## config.mk

```make
export PLATFORM = sky130hd
export DESIGN_NAME = ndef_text_record_extract
export DESIGN_NICKNAME = d
export VERILOG_FILES = /design/src/hw/rtl/ntre_pkg.sv /design/src/hw/rtl/ntre_dp.sv /design/src/hw/rtl/ntre_ctrl.sv /design/src/hw/rtl/ndef_text_record_extract.sv
export SDC_FILE = /design/constraint.sdc
export NUM_CORES = 1
export LEC_CHECK = 0
export ABC_AREA = 1
export BUFFER_PORTS_ARGS = -buffer_cell sky130_fd_sc_hd__buf_2
export CAP_MARGIN = 20
export CORE_UTILIZATION = 45
export CTS_BUF_LIST = sky130_fd_sc_hd__clkbuf_8
export CTS_CLUSTER_SIZE = 8
export DETAILED_ROUTE_END_ITERATION = 6
export HOLD_SLACK_MARGIN = 0.02
export PLACE_DENSITY_LB_ADDON = 0.12
export SYNTH_ARGS = -nofsm -noshare
export SYNTH_HDL_FRONTEND = slang
export SYNTH_HIERARCHICAL = 1
export SYNTH_SLANG_ARGS = --single-unit
export TNS_END_PERCENT = 20
```

## constraint.sdc

```tcl
create_clock -name aclk -period 6.1 [get_ports aclk]
set_input_delay 0.61 -clock aclk [delete_from_list [all_inputs] [get_ports aclk]]
set_output_delay 0.61 -clock aclk [all_outputs]
set_load 0.02 [all_outputs]
```

## src/hw/rtl/ntre_pkg.sv

```systemverilog
// ----------------------------------------------------------------------------
// ntre_pkg: shared constants and types for the NDEF text record extractor
// Store geometry, NDEF codes, status codes and the controller/datapath
// command and status structs.
// ----------------------------------------------------------------------------
package ntre_pkg;

    localparam int STORE_BYTES = 64;
    localparam int MAX_RESULTS = 64;
    localparam int ADDR_W      = $clog2(STORE_BYTES);
    localparam int CNT_W       = $clog2(STORE_BYTES + 1);
    // furthest read: tag slot, length, header, type length, four length
    // bytes, type, status byte and a language code of up to 63 bytes
    localparam int POS_W       = $clog2(STORE_BYTES + 68);
    localparam int N_W         = $clog2(MAX_RESULTS + 1);
    // text index plus two plus language length
    localparam int SUM_W       = $clog2(MAX_RESULTS + 2 + 64);

    localparam logic [7:0] TLV_NDEF  = 8'h03;
    localparam logic [7:0] SHORT_REC = 8'h10;
    localparam logic [7:0] TEXT_TYPE = 8'h54;
    localparam logic [7:0] LANG_MASK = 8'h3F;

    localparam logic [1:0] ST_TEXT     = 2'd0;
    localparam logic [1:0] ST_NO_MSG   = 2'd1;
    localparam logic [1:0] ST_NOT_TEXT = 2'd2;

    typedef enum logic [3:0] {
        OP_NONE,
        OP_STORE,
        OP_SCAN_NEXT,
        OP_TLV_HIT,
        OP_HDR,
        OP_TLEN,
        OP_PAY_SHORT,
        OP_PAY_LONG,
        OP_TYPE,
        OP_LANG,
        OP_EMIT_NEXT
    } dp_op_t;

    typedef enum logic [1:0] {
        OUT_TEXT,
        OUT_EMPTY,
        OUT_NO_MSG,
        OUT_NOT_TEXT
    } out_kind_t;

    typedef struct packed {
        dp_op_t    op;
        logic      pos_clr;
        logic      cnt_clr;
        logic      out_ld;
        out_kind_t out_kind;
    } ntre_cmd_t;

    typedef struct packed {
        logic scan_live;
        logic is_ndef;
        logic short_rec;
        logic text_ok;
        logic emit_ok;
        logic emit_more;
    } ntre_sts_t;

endpackage

```

## src/hw/rtl/ntre_dp.sv

```systemverilog
// ----------------------------------------------------------------------------
// ntre_dp: datapath of the NDEF text record extractor
// Byte store, read pointer, parsed header fields and the result register.
// ----------------------------------------------------------------------------
module ntre_dp (
    input  logic                  aclk,
    input  logic                  aresetn,
    input  ntre_pkg::ntre_cmd_t   cmd,
    input  logic [7:0]            s_data_byte,
    output ntre_pkg::ntre_sts_t   sts,
    output logic [7:0]            m_text_byte,
    output logic                  m_has_byte,
    output logic [1:0]            m_status,
    output logic                  m_end_of_run
);

    logic [7:0]                    mem [ntre_pkg::STORE_BYTES];
    logic [7:0]                    rd_data_reg;
    logic                          in_range_reg;
    logic [ntre_pkg::CNT_W-1:0]    count_reg, count_next;
    logic [ntre_pkg::POS_W-1:0]    pos_reg, pos_next;
    logic [ntre_pkg::POS_W-1:0]    pos_inc;
    logic [ntre_pkg::POS_W-1:0]    count_ext;
    logic [7:0]                    hdr_reg;
    logic                          tlen_one_reg;
    logic [31:0]                   payload_reg;
    logic [5:0]                    lang_reg;
    logic [ntre_pkg::N_W-1:0]      n_reg;
    logic [ntre_pkg::N_W-1:0]      n_inc;
    logic [ntre_pkg::SUM_W-1:0]    need1, need2;
    logic [7:0]                    byte_val;
    logic                          store_room;
    logic [7:0]                    out_byte_reg;
    logic                          out_has_reg;
    logic [1:0]                    out_status_reg;
    logic                          out_eor_reg;

    assign byte_val   = in_range_reg ? rd_data_reg : 8'h00;
    assign store_room = count_reg < ntre_pkg::CNT_W'(ntre_pkg::STORE_BYTES);
    assign count_ext  = ntre_pkg::POS_W'(count_reg);
    assign pos_inc    = pos_reg + 1'b1;
    assign n_inc      = n_reg + 1'b1;
    assign need1      = ntre_pkg::SUM_W'(n_reg) + ntre_pkg::SUM_W'(lang_reg) + 1'b1;
    assign need2      = need1 + 1'b1;

    always_comb begin
        sts.scan_live = (pos_reg + ntre_pkg::POS_W'(5)) < count_ext;
        sts.is_ndef   = byte_val == ntre_pkg::TLV_NDEF;
        sts.short_rec = (hdr_reg & ntre_pkg::SHORT_REC) != 8'h00;
        sts.text_ok   = tlen_one_reg && (byte_val == ntre_pkg::TEXT_TYPE);
        sts.emit_ok   = (n_reg < ntre_pkg::N_W'(ntre_pkg::MAX_RESULTS))
                        && (pos_reg < count_ext)
                        && (payload_reg > 32'(need1));
        sts.emit_more = (n_inc < ntre_pkg::N_W'(ntre_pkg::MAX_RESULTS))
                        && (pos_inc < count_ext)
                        && (payload_reg > 32'(need2));
    end

    always_comb begin
        pos_next = pos_reg;
        if (cmd.pos_clr) begin
            pos_next = '0;
        end else begin
            case (cmd.op)
                ntre_pkg::OP_SCAN_NEXT,
                ntre_pkg::OP_HDR,
                ntre_pkg::OP_TLEN,
                ntre_pkg::OP_PAY_SHORT,
                ntre_pkg::OP_PAY_LONG,
                ntre_pkg::OP_TYPE,
                ntre_pkg::OP_EMIT_NEXT: begin
                    pos_next = pos_inc;
                end
                ntre_pkg::OP_TLV_HIT: begin
                    pos_next = pos_reg + ntre_pkg::POS_W'(2);
                end
                ntre_pkg::OP_LANG: begin
                    // step over the status byte and the language code
                    pos_next = pos_inc + ntre_pkg::POS_W'(byte_val & ntre_pkg::LANG_MASK);
                end
                default: begin
                    pos_next = pos_reg;
                end
            endcase
        end
    end

    always_comb begin
        count_next = count_reg;
        if (cmd.cnt_clr) begin
            count_next = '0;
        end else if (cmd.op == ntre_pkg::OP_STORE && store_room) begin
            count_next = count_reg + 1'b1;
        end
    end

    always_ff @(posedge aclk) begin
        if (!aresetn) begin
            count_reg    <= '0;
            in_range_reg <= 1'b0;
        end else begin
            count_reg    <= count_next;
            in_range_reg <= pos_reg < count_ext;
        end
    end

    always_ff @(posedge aclk) begin
        if (cmd.op == ntre_pkg::OP_STORE && store_room) begin
            mem[count_reg[ntre_pkg::ADDR_W-1:0]] <= s_data_byte;
        end
        rd_data_reg <= mem[pos_reg[ntre_pkg::ADDR_W-1:0]];
    end

    always_ff @(posedge aclk) begin
        pos_reg <= pos_next;
        case (cmd.op)
            ntre_pkg::OP_HDR: begin
                hdr_reg <= byte_val;
            end
            ntre_pkg::OP_TLEN: begin
                tlen_one_reg <= byte_val == 8'h01;
            end
            ntre_pkg::OP_PAY_SHORT: begin
                payload_reg <= {24'h000000, byte_val};
            end
            ntre_pkg::OP_PAY_LONG: begin
                payload_reg <= {payload_reg[23:0], byte_val};
            end
            ntre_pkg::OP_LANG: begin
                lang_reg <= byte_val[5:0];
                n_reg    <= '0;
            end
            ntre_pkg::OP_EMIT_NEXT: begin
                n_reg <= n_inc;
            end
            default: begin
            end
        endcase
        if (cmd.out_ld) begin
            out_has_reg  <= cmd.out_kind == ntre_pkg::OUT_TEXT;
            out_byte_reg <= (cmd.out_kind == ntre_pkg::OUT_TEXT) ? byte_val : 8'h00;
            out_eor_reg  <= (cmd.out_kind != ntre_pkg::OUT_TEXT) || !sts.emit_more;
            case (cmd.out_kind)
                ntre_pkg::OUT_NO_MSG:   out_status_reg <= ntre_pkg::ST_NO_MSG;
                ntre_pkg::OUT_NOT_TEXT: out_status_reg <= ntre_pkg::ST_NOT_TEXT;
                default:                out_status_reg <= ntre_pkg::ST_TEXT;
            endcase
        end
    end

    assign m_text_byte  = out_byte_reg;
    assign m_has_byte   = out_has_reg;
    assign m_status     = out_status_reg;
    assign m_end_of_run = out_eor_reg;

    a_count_bound: assert property (@(posedge aclk) disable iff (!aresetn)
        count_reg <= ntre_pkg::CNT_W'(ntre_pkg::STORE_BYTES))
        else $error("byte count beyond store size");

    a_tag_in_image: assert property (@(posedge aclk) disable iff (!aresetn)
        cmd.op == ntre_pkg::OP_TLV_HIT |-> in_range_reg && sts.is_ndef)
        else $error("tag hit outside the loaded image");

    a_text_in_image: assert property (@(posedge aclk) disable iff (!aresetn)
        cmd.out_ld && cmd.out_kind == ntre_pkg::OUT_TEXT |-> in_range_reg && sts.emit_ok)
        else $error("text word taken from outside the loaded image");

endmodule

```

## src/hw/rtl/ntre_ctrl.sv

```systemverilog
// ----------------------------------------------------------------------------
// ntre_ctrl: sequencer of the NDEF text record extractor
// Walks load, tag scan, record header, type check and text emission, and
// owns the result valid flag.
// ----------------------------------------------------------------------------
module ntre_ctrl (
    input  logic                  aclk,
    input  logic                  aresetn,
    input  logic                  s_valid,
    input  logic                  s_last,
    output logic                  s_ready,
    output logic                  m_valid,
    input  logic                  m_ready,
    input  ntre_pkg::ntre_sts_t   sts,
    output ntre_pkg::ntre_cmd_t   cmd
);

    typedef enum logic [3:0] {
        S_LOAD,
        S_SCAN_A,
        S_SCAN_B,
        S_HDR_A,
        S_HDR_B,
        S_TLEN_A,
        S_TLEN_B,
        S_PAY_A,
        S_PAY_B,
        S_TYPE_A,
        S_TYPE_B,
        S_LANG_A,
        S_LANG_B,
        S_EMIT_A,
        S_EMIT_B
    } state_t;

    state_t     state_reg, state_next;
    logic [1:0] k_reg, k_next;
    logic       m_valid_reg, m_valid_next;
    logic       out_free;

    assign out_free = !m_valid_reg || m_ready;
    assign s_ready  = state_reg == S_LOAD;
    assign m_valid  = m_valid_reg;

    always_comb begin
        state_next   = state_reg;
        k_next       = k_reg;
        cmd.op       = ntre_pkg::OP_NONE;
        cmd.pos_clr  = 1'b0;
        cmd.cnt_clr  = 1'b0;
        cmd.out_ld   = 1'b0;
        cmd.out_kind = ntre_pkg::OUT_TEXT;
        case (state_reg)
            S_LOAD: begin
                if (s_valid) begin
                    cmd.op = ntre_pkg::OP_STORE;
                    if (s_last) begin
                        cmd.pos_clr = 1'b1;
                        state_next  = S_SCAN_A;
                    end
                end
            end
            S_SCAN_A: begin
                if (sts.scan_live) begin
                    state_next = S_SCAN_B;
                end else if (out_free) begin
                    cmd.out_ld   = 1'b1;
                    cmd.out_kind = ntre_pkg::OUT_NO_MSG;
                    cmd.cnt_clr  = 1'b1;
                    state_next   = S_LOAD;
                end
            end
            S_SCAN_B: begin
                if (sts.is_ndef) begin
                    cmd.op     = ntre_pkg::OP_TLV_HIT;
                    state_next = S_HDR_A;
                end else begin
                    cmd.op     = ntre_pkg::OP_SCAN_NEXT;
                    state_next = S_SCAN_A;
                end
            end
            S_HDR_A:  state_next = S_HDR_B;
            S_HDR_B: begin
                cmd.op     = ntre_pkg::OP_HDR;
                state_next = S_TLEN_A;
            end
            S_TLEN_A: state_next = S_TLEN_B;
            S_TLEN_B: begin
                cmd.op     = ntre_pkg::OP_TLEN;
                k_next     = 2'd0;
                state_next = S_PAY_A;
            end
            S_PAY_A:  state_next = S_PAY_B;
            S_PAY_B: begin
                if (sts.short_rec) begin
                    cmd.op     = ntre_pkg::OP_PAY_SHORT;
                    state_next = S_TYPE_A;
                end else begin
                    // long length: four words, most significant first
                    cmd.op     = ntre_pkg::OP_PAY_LONG;
                    k_next     = k_reg + 1'b1;
                    state_next = (k_reg == 2'd3) ? S_TYPE_A : S_PAY_A;
                end
            end
            S_TYPE_A: state_next = S_TYPE_B;
            S_TYPE_B: begin
                if (sts.text_ok) begin
                    cmd.op     = ntre_pkg::OP_TYPE;
                    state_next = S_LANG_A;
                end else if (out_free) begin
                    cmd.out_ld   = 1'b1;
                    cmd.out_kind = ntre_pkg::OUT_NOT_TEXT;
                    cmd.cnt_clr  = 1'b1;
                    state_next   = S_LOAD;
                end
            end
            S_LANG_A: state_next = S_LANG_B;
            S_LANG_B: begin
                cmd.op     = ntre_pkg::OP_LANG;
                state_next = S_EMIT_A;
            end
            S_EMIT_A: state_next = S_EMIT_B;
            S_EMIT_B: begin
                // hold until the result register is free
                if (out_free) begin
                    cmd.out_ld = 1'b1;
                    if (sts.emit_ok) begin
                        cmd.out_kind = ntre_pkg::OUT_TEXT;
                        if (sts.emit_more) begin
                            cmd.op     = ntre_pkg::OP_EMIT_NEXT;
                            state_next = S_EMIT_A;
                        end else begin
                            cmd.cnt_clr = 1'b1;
                            state_next  = S_LOAD;
                        end
                    end else begin
                        cmd.out_kind = ntre_pkg::OUT_EMPTY;
                        cmd.cnt_clr  = 1'b1;
                        state_next   = S_LOAD;
                    end
                end
            end
            default: begin
                state_next = S_LOAD;
            end
        endcase
    end

    always_comb begin
        m_valid_next = m_valid_reg;
        if (cmd.out_ld) begin
            m_valid_next = 1'b1;
        end else if (m_ready) begin
            m_valid_next = 1'b0;
        end
    end

    always_ff @(posedge aclk) begin
        if (!aresetn) begin
            state_reg   <= S_LOAD;
            k_reg       <= 2'd0;
            m_valid_reg <= 1'b0;
        end else begin
            state_reg   <= state_next;
            k_reg       <= k_next;
            m_valid_reg <= m_valid_next;
        end
    end

    a_no_overwrite: assert property (@(posedge aclk) disable iff (!aresetn)
        cmd.out_ld |-> !m_valid_reg || m_ready)
        else $error("result register loaded while a word is pending");

    a_final_to_load: assert property (@(posedge aclk) disable iff (!aresetn)
        cmd.cnt_clr |=> state_reg == S_LOAD && m_valid_reg)
        else $error("run ended without a pending final word");

    a_status_ends_run: assert property (@(posedge aclk) disable iff (!aresetn)
        cmd.out_ld && cmd.out_kind != ntre_pkg::OUT_TEXT |-> cmd.cnt_clr)
        else $error("status word did not close the run");

endmodule

```

## src/hw/rtl/ndef_text_record_extract.sv

```systemverilog
// ----------------------------------------------------------------------------
// ndef_text_record_extract: NDEF text record extractor
// Loads a tag memory image and returns the text of its first NDEF record.
// ----------------------------------------------------------------------------
// Input channel s_*: one word of tag memory per accepted word, s_last on the
// final word. Words are stored at one per cycle (up to 64, later words are
// dropped); s_ready is high only while loading.
// After the word with s_last the sequencer scans for the first NDEF tag and
// parses the record. Every byte read from the store, whether a byte searched
// in the scan, a byte of the record header, length, type or status fields,
// or a text byte, takes an address state followed by a state that uses the
// registered memory data; text bytes follow one another while the receiver
// keeps up.
// Result channel m_*: one word per text byte, or a single status word (no
// message, not a text record, or empty text); m_end_of_run marks the final
// word of the run. A single output register holds the word: when the receiver
// stalls, the sequencer holds until the register is free, and after the final
// word is loaded the block accepts the next image while that word still waits.
// Reset (aresetn low, synchronous) empties the store and returns to loading.
// ----------------------------------------------------------------------------
module ndef_text_record_extract (
    input  logic       aclk,
    input  logic       aresetn,
    input  logic       s_valid,
    output logic       s_ready,
    input  logic [7:0] s_data_byte,
    input  logic       s_last,
    output logic       m_valid,
    input  logic       m_ready,
    output logic [7:0] m_text_byte,
    output logic       m_has_byte,
    output logic [1:0] m_status,
    output logic       m_end_of_run
);

    ntre_pkg::ntre_cmd_t cmd;
    ntre_pkg::ntre_sts_t sts;

    ntre_ctrl u_ctrl (
        .aclk    (aclk),
        .aresetn (aresetn),
        .s_valid (s_valid),
        .s_last  (s_last),
        .s_ready (s_ready),
        .m_valid (m_valid),
        .m_ready (m_ready),
        .sts     (sts),
        .cmd     (cmd)
    );

    ntre_dp u_dp (
        .aclk         (aclk),
        .aresetn      (aresetn),
        .cmd          (cmd),
        .s_data_byte  (s_data_byte),
        .sts          (sts),
        .m_text_byte  (m_text_byte),
        .m_has_byte   (m_has_byte),
        .m_status     (m_status),
        .m_end_of_run (m_end_of_run)
    );

endmodule

```

==> parameters.txt <==
Parameter                              Value

Yosys
  Ranking of synthesized cells by area ... sky130_fd_sc_hd__edfxtp_1, sky130_fd_sc_hd__nor2_1, sky130_fd_sc_hd__o21ai_0
  Yosys cell types ... between 40 and 50
  Cell type with the highest aggregate area in the netlist ... sky130_fd_sc_hd__edfxtp_1
  Yosys reg bits ... ~600
  Post-synth top area share ... 0.651
  Part of the Yosys area used for sequential elements ... 0.675
  Primary FF master, synth ... sky130_fd_sc_hd__edfxtp_1
  Syn nets ... around 2400
  Async S/R FF share, synth ... 0
  Instance count of the mapped netlist ... approximately 2400
  Cell types with the highest counts after synthesis ... sky130_fd_sc_hd__edfxtp_1, sky130_fd_sc_hd__nor2_1, sky130_fd_sc_hd__nand2_1
  Yosys warning total ... 6
  Syn Std Cell Area ... 26300 um^2
  Count leader, synth ... sky130_fd_sc_hd__edfxtp_1
  Number of enable flip-flop cells after synthesis ... between 500 and 600
  Syn Area/Cell ... around 11 um^2

GRT
  Largest net degree at the start of global routing ... roughly 110
  Vias in the first global route ... 18000
  Total Routing Usage GR ... 0.242
  Wire length of the first global-routing pass ... about 110 mm
  Total overflow reported by the global router ... 0
  Initial antenna violation count ... 1

Worst setup path
  Worst Setup End Kind ... flip-flop
  CP delay by family, top ... simple AND/OR/NAND/NOR gates
  Most frequent CP cell ... sky130_fd_sc_hd__nand2_1
  Largest stage delay, worst path ... 0.43 ns
  Type of the worst setup path ... reg -> reg
  Startpoint Class ... flip-flop
  Buffers & Inverters on Critical Path ... 7
  Slowest-stage cell, CP ... sky130_fd_sc_hd__nand2_2
  Top fanout value on the critical path ... 8
  CP Data Arrival Time ... 6.02 ns
  Req. time, crit path ... about 6.5 ns

CTS
  Buffers inserted by post-CTS timing repair ... 0
  Number of buffers inserted during clock tree synthesis ... between 90 and 100
  # H-tree levels ... 3
  Sinks on Clock Net ... between 600 and 700
  Maximum number of buffers from clock root to sink ... 3
  Clk root buf ... sky130_fd_sc_hd__clkbuf_8
  Clk_lat worst skew ... approximately 0.7 ns
  CTS tree ... yes
  Clock input transition at the sequential cells of the worst setup and hold paths ... approximately 0.06 ns

Layout
  Summed area of non-filler cells in the final layout ... slightly below 30000 um^2
  Final cell count without fillers ... about 3300
  Max reg flops ... roughly 510
  Number of fill cells in the layout ... about 5200
  Layout net count ... about 2500
  Utilization after layout ... 0.509
  Share of cells above drive strength 1 ... 0.106
  Area growth from synthesis to layout ... 11.5%

Floorplan
  Standard-cell rows ... 88
  Initial core utilization ... 0.456
  Chip Height ... roughly 240 um
  Die area ... between 50000 and 60000 um^2
  I/O pin count ... 27
  Die outline width ... 244 um
  Placeable Area ... 57700 um^2

Timing
  Fmax achieved ... between 0.15 and 0.2 GHz
  Setup TNS after final layout ... 0 ns
  Final Hold Fails ... 0
  Pin slew with the least headroom to its limit ... between 1 and 1.5 ns
  Relative slew margins ... 0.289
  Final hold slack ... about 0.21 ns
  Portion of the clock cycle consumed by the worst path in the final layout ... 0.922
  Post-route minimum period ... 5.62 ns
  Fin Clk Skew ... 0.0414 ns
  Unrepaired setup endpoints after global routing ... false
  Finish-stage setup viols ... 0
  Number of max-slew violations in the final report ... 0

Power
  Sw Share ... 0.370
  Static leakage ... 10.9 nW
  Net switching component of the power ... ~4.3 mW
  Clk network pwr share ... 0.279
  Logic pwr share ... 0.303
  Pwr/cell area ... around 400 nW/um^2
  Peak VDD IR ... 356 uV
  Pint ... roughly 7.3 mW
  Sequential power share ... 0.418

Place
  Number of cells in the design after placement ... around 3100
  GPL Wtd Cong ... about 0.9
  Input/output buffers ... 26
  Placed wire-length estimate after detailed placement ... around 44 mm
  Total cell area at the placement stage ... ~27000 um^2

Drt
  First-pass detailed-route iteration total ... 5
  Detailed-route vias per instance ... roughly 5.5
  Number of DRC violations after detailed routing ... 0
  Total wirelength of the detailed-routed design ... about 71 mm
  Starting DRT DRC Count ... 1554
  Routed via count ... between 15000 and 20000
  Routed wirelength normalized by instance count ... around 21 um
  Number of nets with antenna violations after detailed routing ... 0

Min path
  Class of the tightest hold or removal check ... in -> reg

Run status
  Outcome ... completed

Flow run
  Max-Cap Viols ... 0
-- timing repair --
item	in CTS	in global routing
hold buffers	0	0
gates resized for setup	0	8
endpoints found under the setup margin	0	64
-- area by class of cell --
cell class	count	area (um^2)	area share
inverters	173	654	0.0223
clock inverters	75	362	0.0123
clock buffers	106	1460	0.0497
well taps	765	957	0.0326
repair buffers	107	758	0.0258
flip-flops and latches	602	17800	0.605
diodes	1	2.50	0.0000852
multi-input cells	1496	7390	0.252
-- worst register-to-register path: cells and delay by family (launching register included) --
kind,cells,cell delay [ns]
simple gates,21,3.09
fa+ha+maj,3,0.88
buf+inv,7,0.92
flops,1,0.39
compound gates,1,0.06
-- placed cells by master, fill, tap and decap left out, types with 7 or more instances in the layout --
cell type,Yosys,routed
sky130_fd_sc_hd__nand4_1,13,13
sky130_fd_sc_hd__a21oi_1,70,70
sky130_fd_sc_hd__clkbuf_8,0,106
sky130_fd_sc_hd__xor2_1,12,12
sky130_fd_sc_hd__or2_2,15,15
sky130_fd_sc_hd__o22ai_1,25,25
sky130_fd_sc_hd__nor2_2,4,12
sky130_fd_sc_hd__ha_1,52,52
sky130_fd_sc_hd__o21ai_1,19,19
sky130_fd_sc_hd__buf_4,15,80
sky130_fd_sc_hd__nor2_1,472,464
sky130_fd_sc_hd__nand2_1,302,301
sky130_fd_sc_hd__edfxtp_1,571,571
sky130_fd_sc_hd__nor3_1,17,17
sky130_fd_sc_hd__a31oi_1,7,7
sky130_fd_sc_hd__clkinv_1,4,19
sky130_fd_sc_hd__dfxtp_1,31,29
sky130_fd_sc_hd__buf_2,49,26
sky130_fd_sc_hd__nand3_1,101,101
sky130_fd_sc_hd__o21ai_0,272,272
sky130_fd_sc_hd__inv_1,166,212
sky130_fd_sc_hd__o211ai_1,68,68
-- through the flow --
stage               power, mW  worst slack, ns
global route             12.2           0.0268
global placement         8.37            0.297
detailed placement       8.39            0.202
CTS                      11.7            0.194
floorplan                7.15             1.31
finish                   11.6            0.475
-- path summary, 6_finish.rpt --
check                           depth (start not counted)  slack [ns]                      endpoint                         start
worst max-delay path                                   32        0.48     u_dp/mem[22][5]$_DFFE_PP_   u_dp/n_reg[0]$_SDFFCE_PN0P_
worst min-delay path                                    3        0.21  u_ctrl/k_reg[1]$_SDFFE_PN0P_                       aresetn
worst max register to register                         32        0.48     u_dp/mem[22][5]$_DFFE_PP_   u_dp/n_reg[0]$_SDFFCE_PN0P_
worst min register to register                          2        0.56  u_ctrl/k_reg[0]$_SDFFE_PN0P_  u_ctrl/k_reg[0]$_SDFFE_PN0P_
-- logic make-up (layout without fill, tap and decap cells) --
kind of cell / count (synthesis) / count (layout) / synth area share
flops: 602 / 602 / 0.675
buf+inv: 279 / 461 / 0.0452
mux: 4 / 4 / 0.00152
other cells: 0 / 1 / 0
xor+xnor: 15 / 15 / 0.00499
compound gates: 472 / 472 / 0.0991
simple gates: 951 / 951 / 0.148
fa+ha+maj: 54 / 54 / 0.0262
-- power groups by stage --
stage	Clock, mW	Sequential (mW)	Combinational, mW
finish	3.24	4.85	3.51
global route	3.49	4.86	3.88
CTS	3.33	4.84	3.47
detailed placement	0	4.93	3.46
global placement	0	4.93	3.44
floorplan	0	4.84	2.31
-- layer usage --
metal	GRT usage	part of all wire	wire, um
met5	0	0	0
met3	0.0435	0.068	4840
met1	0.330	0.43	30900
met4	0.0790	0.027	1960
met2	0.390	0.47	33600
Power figures use the tool's default switching activity.
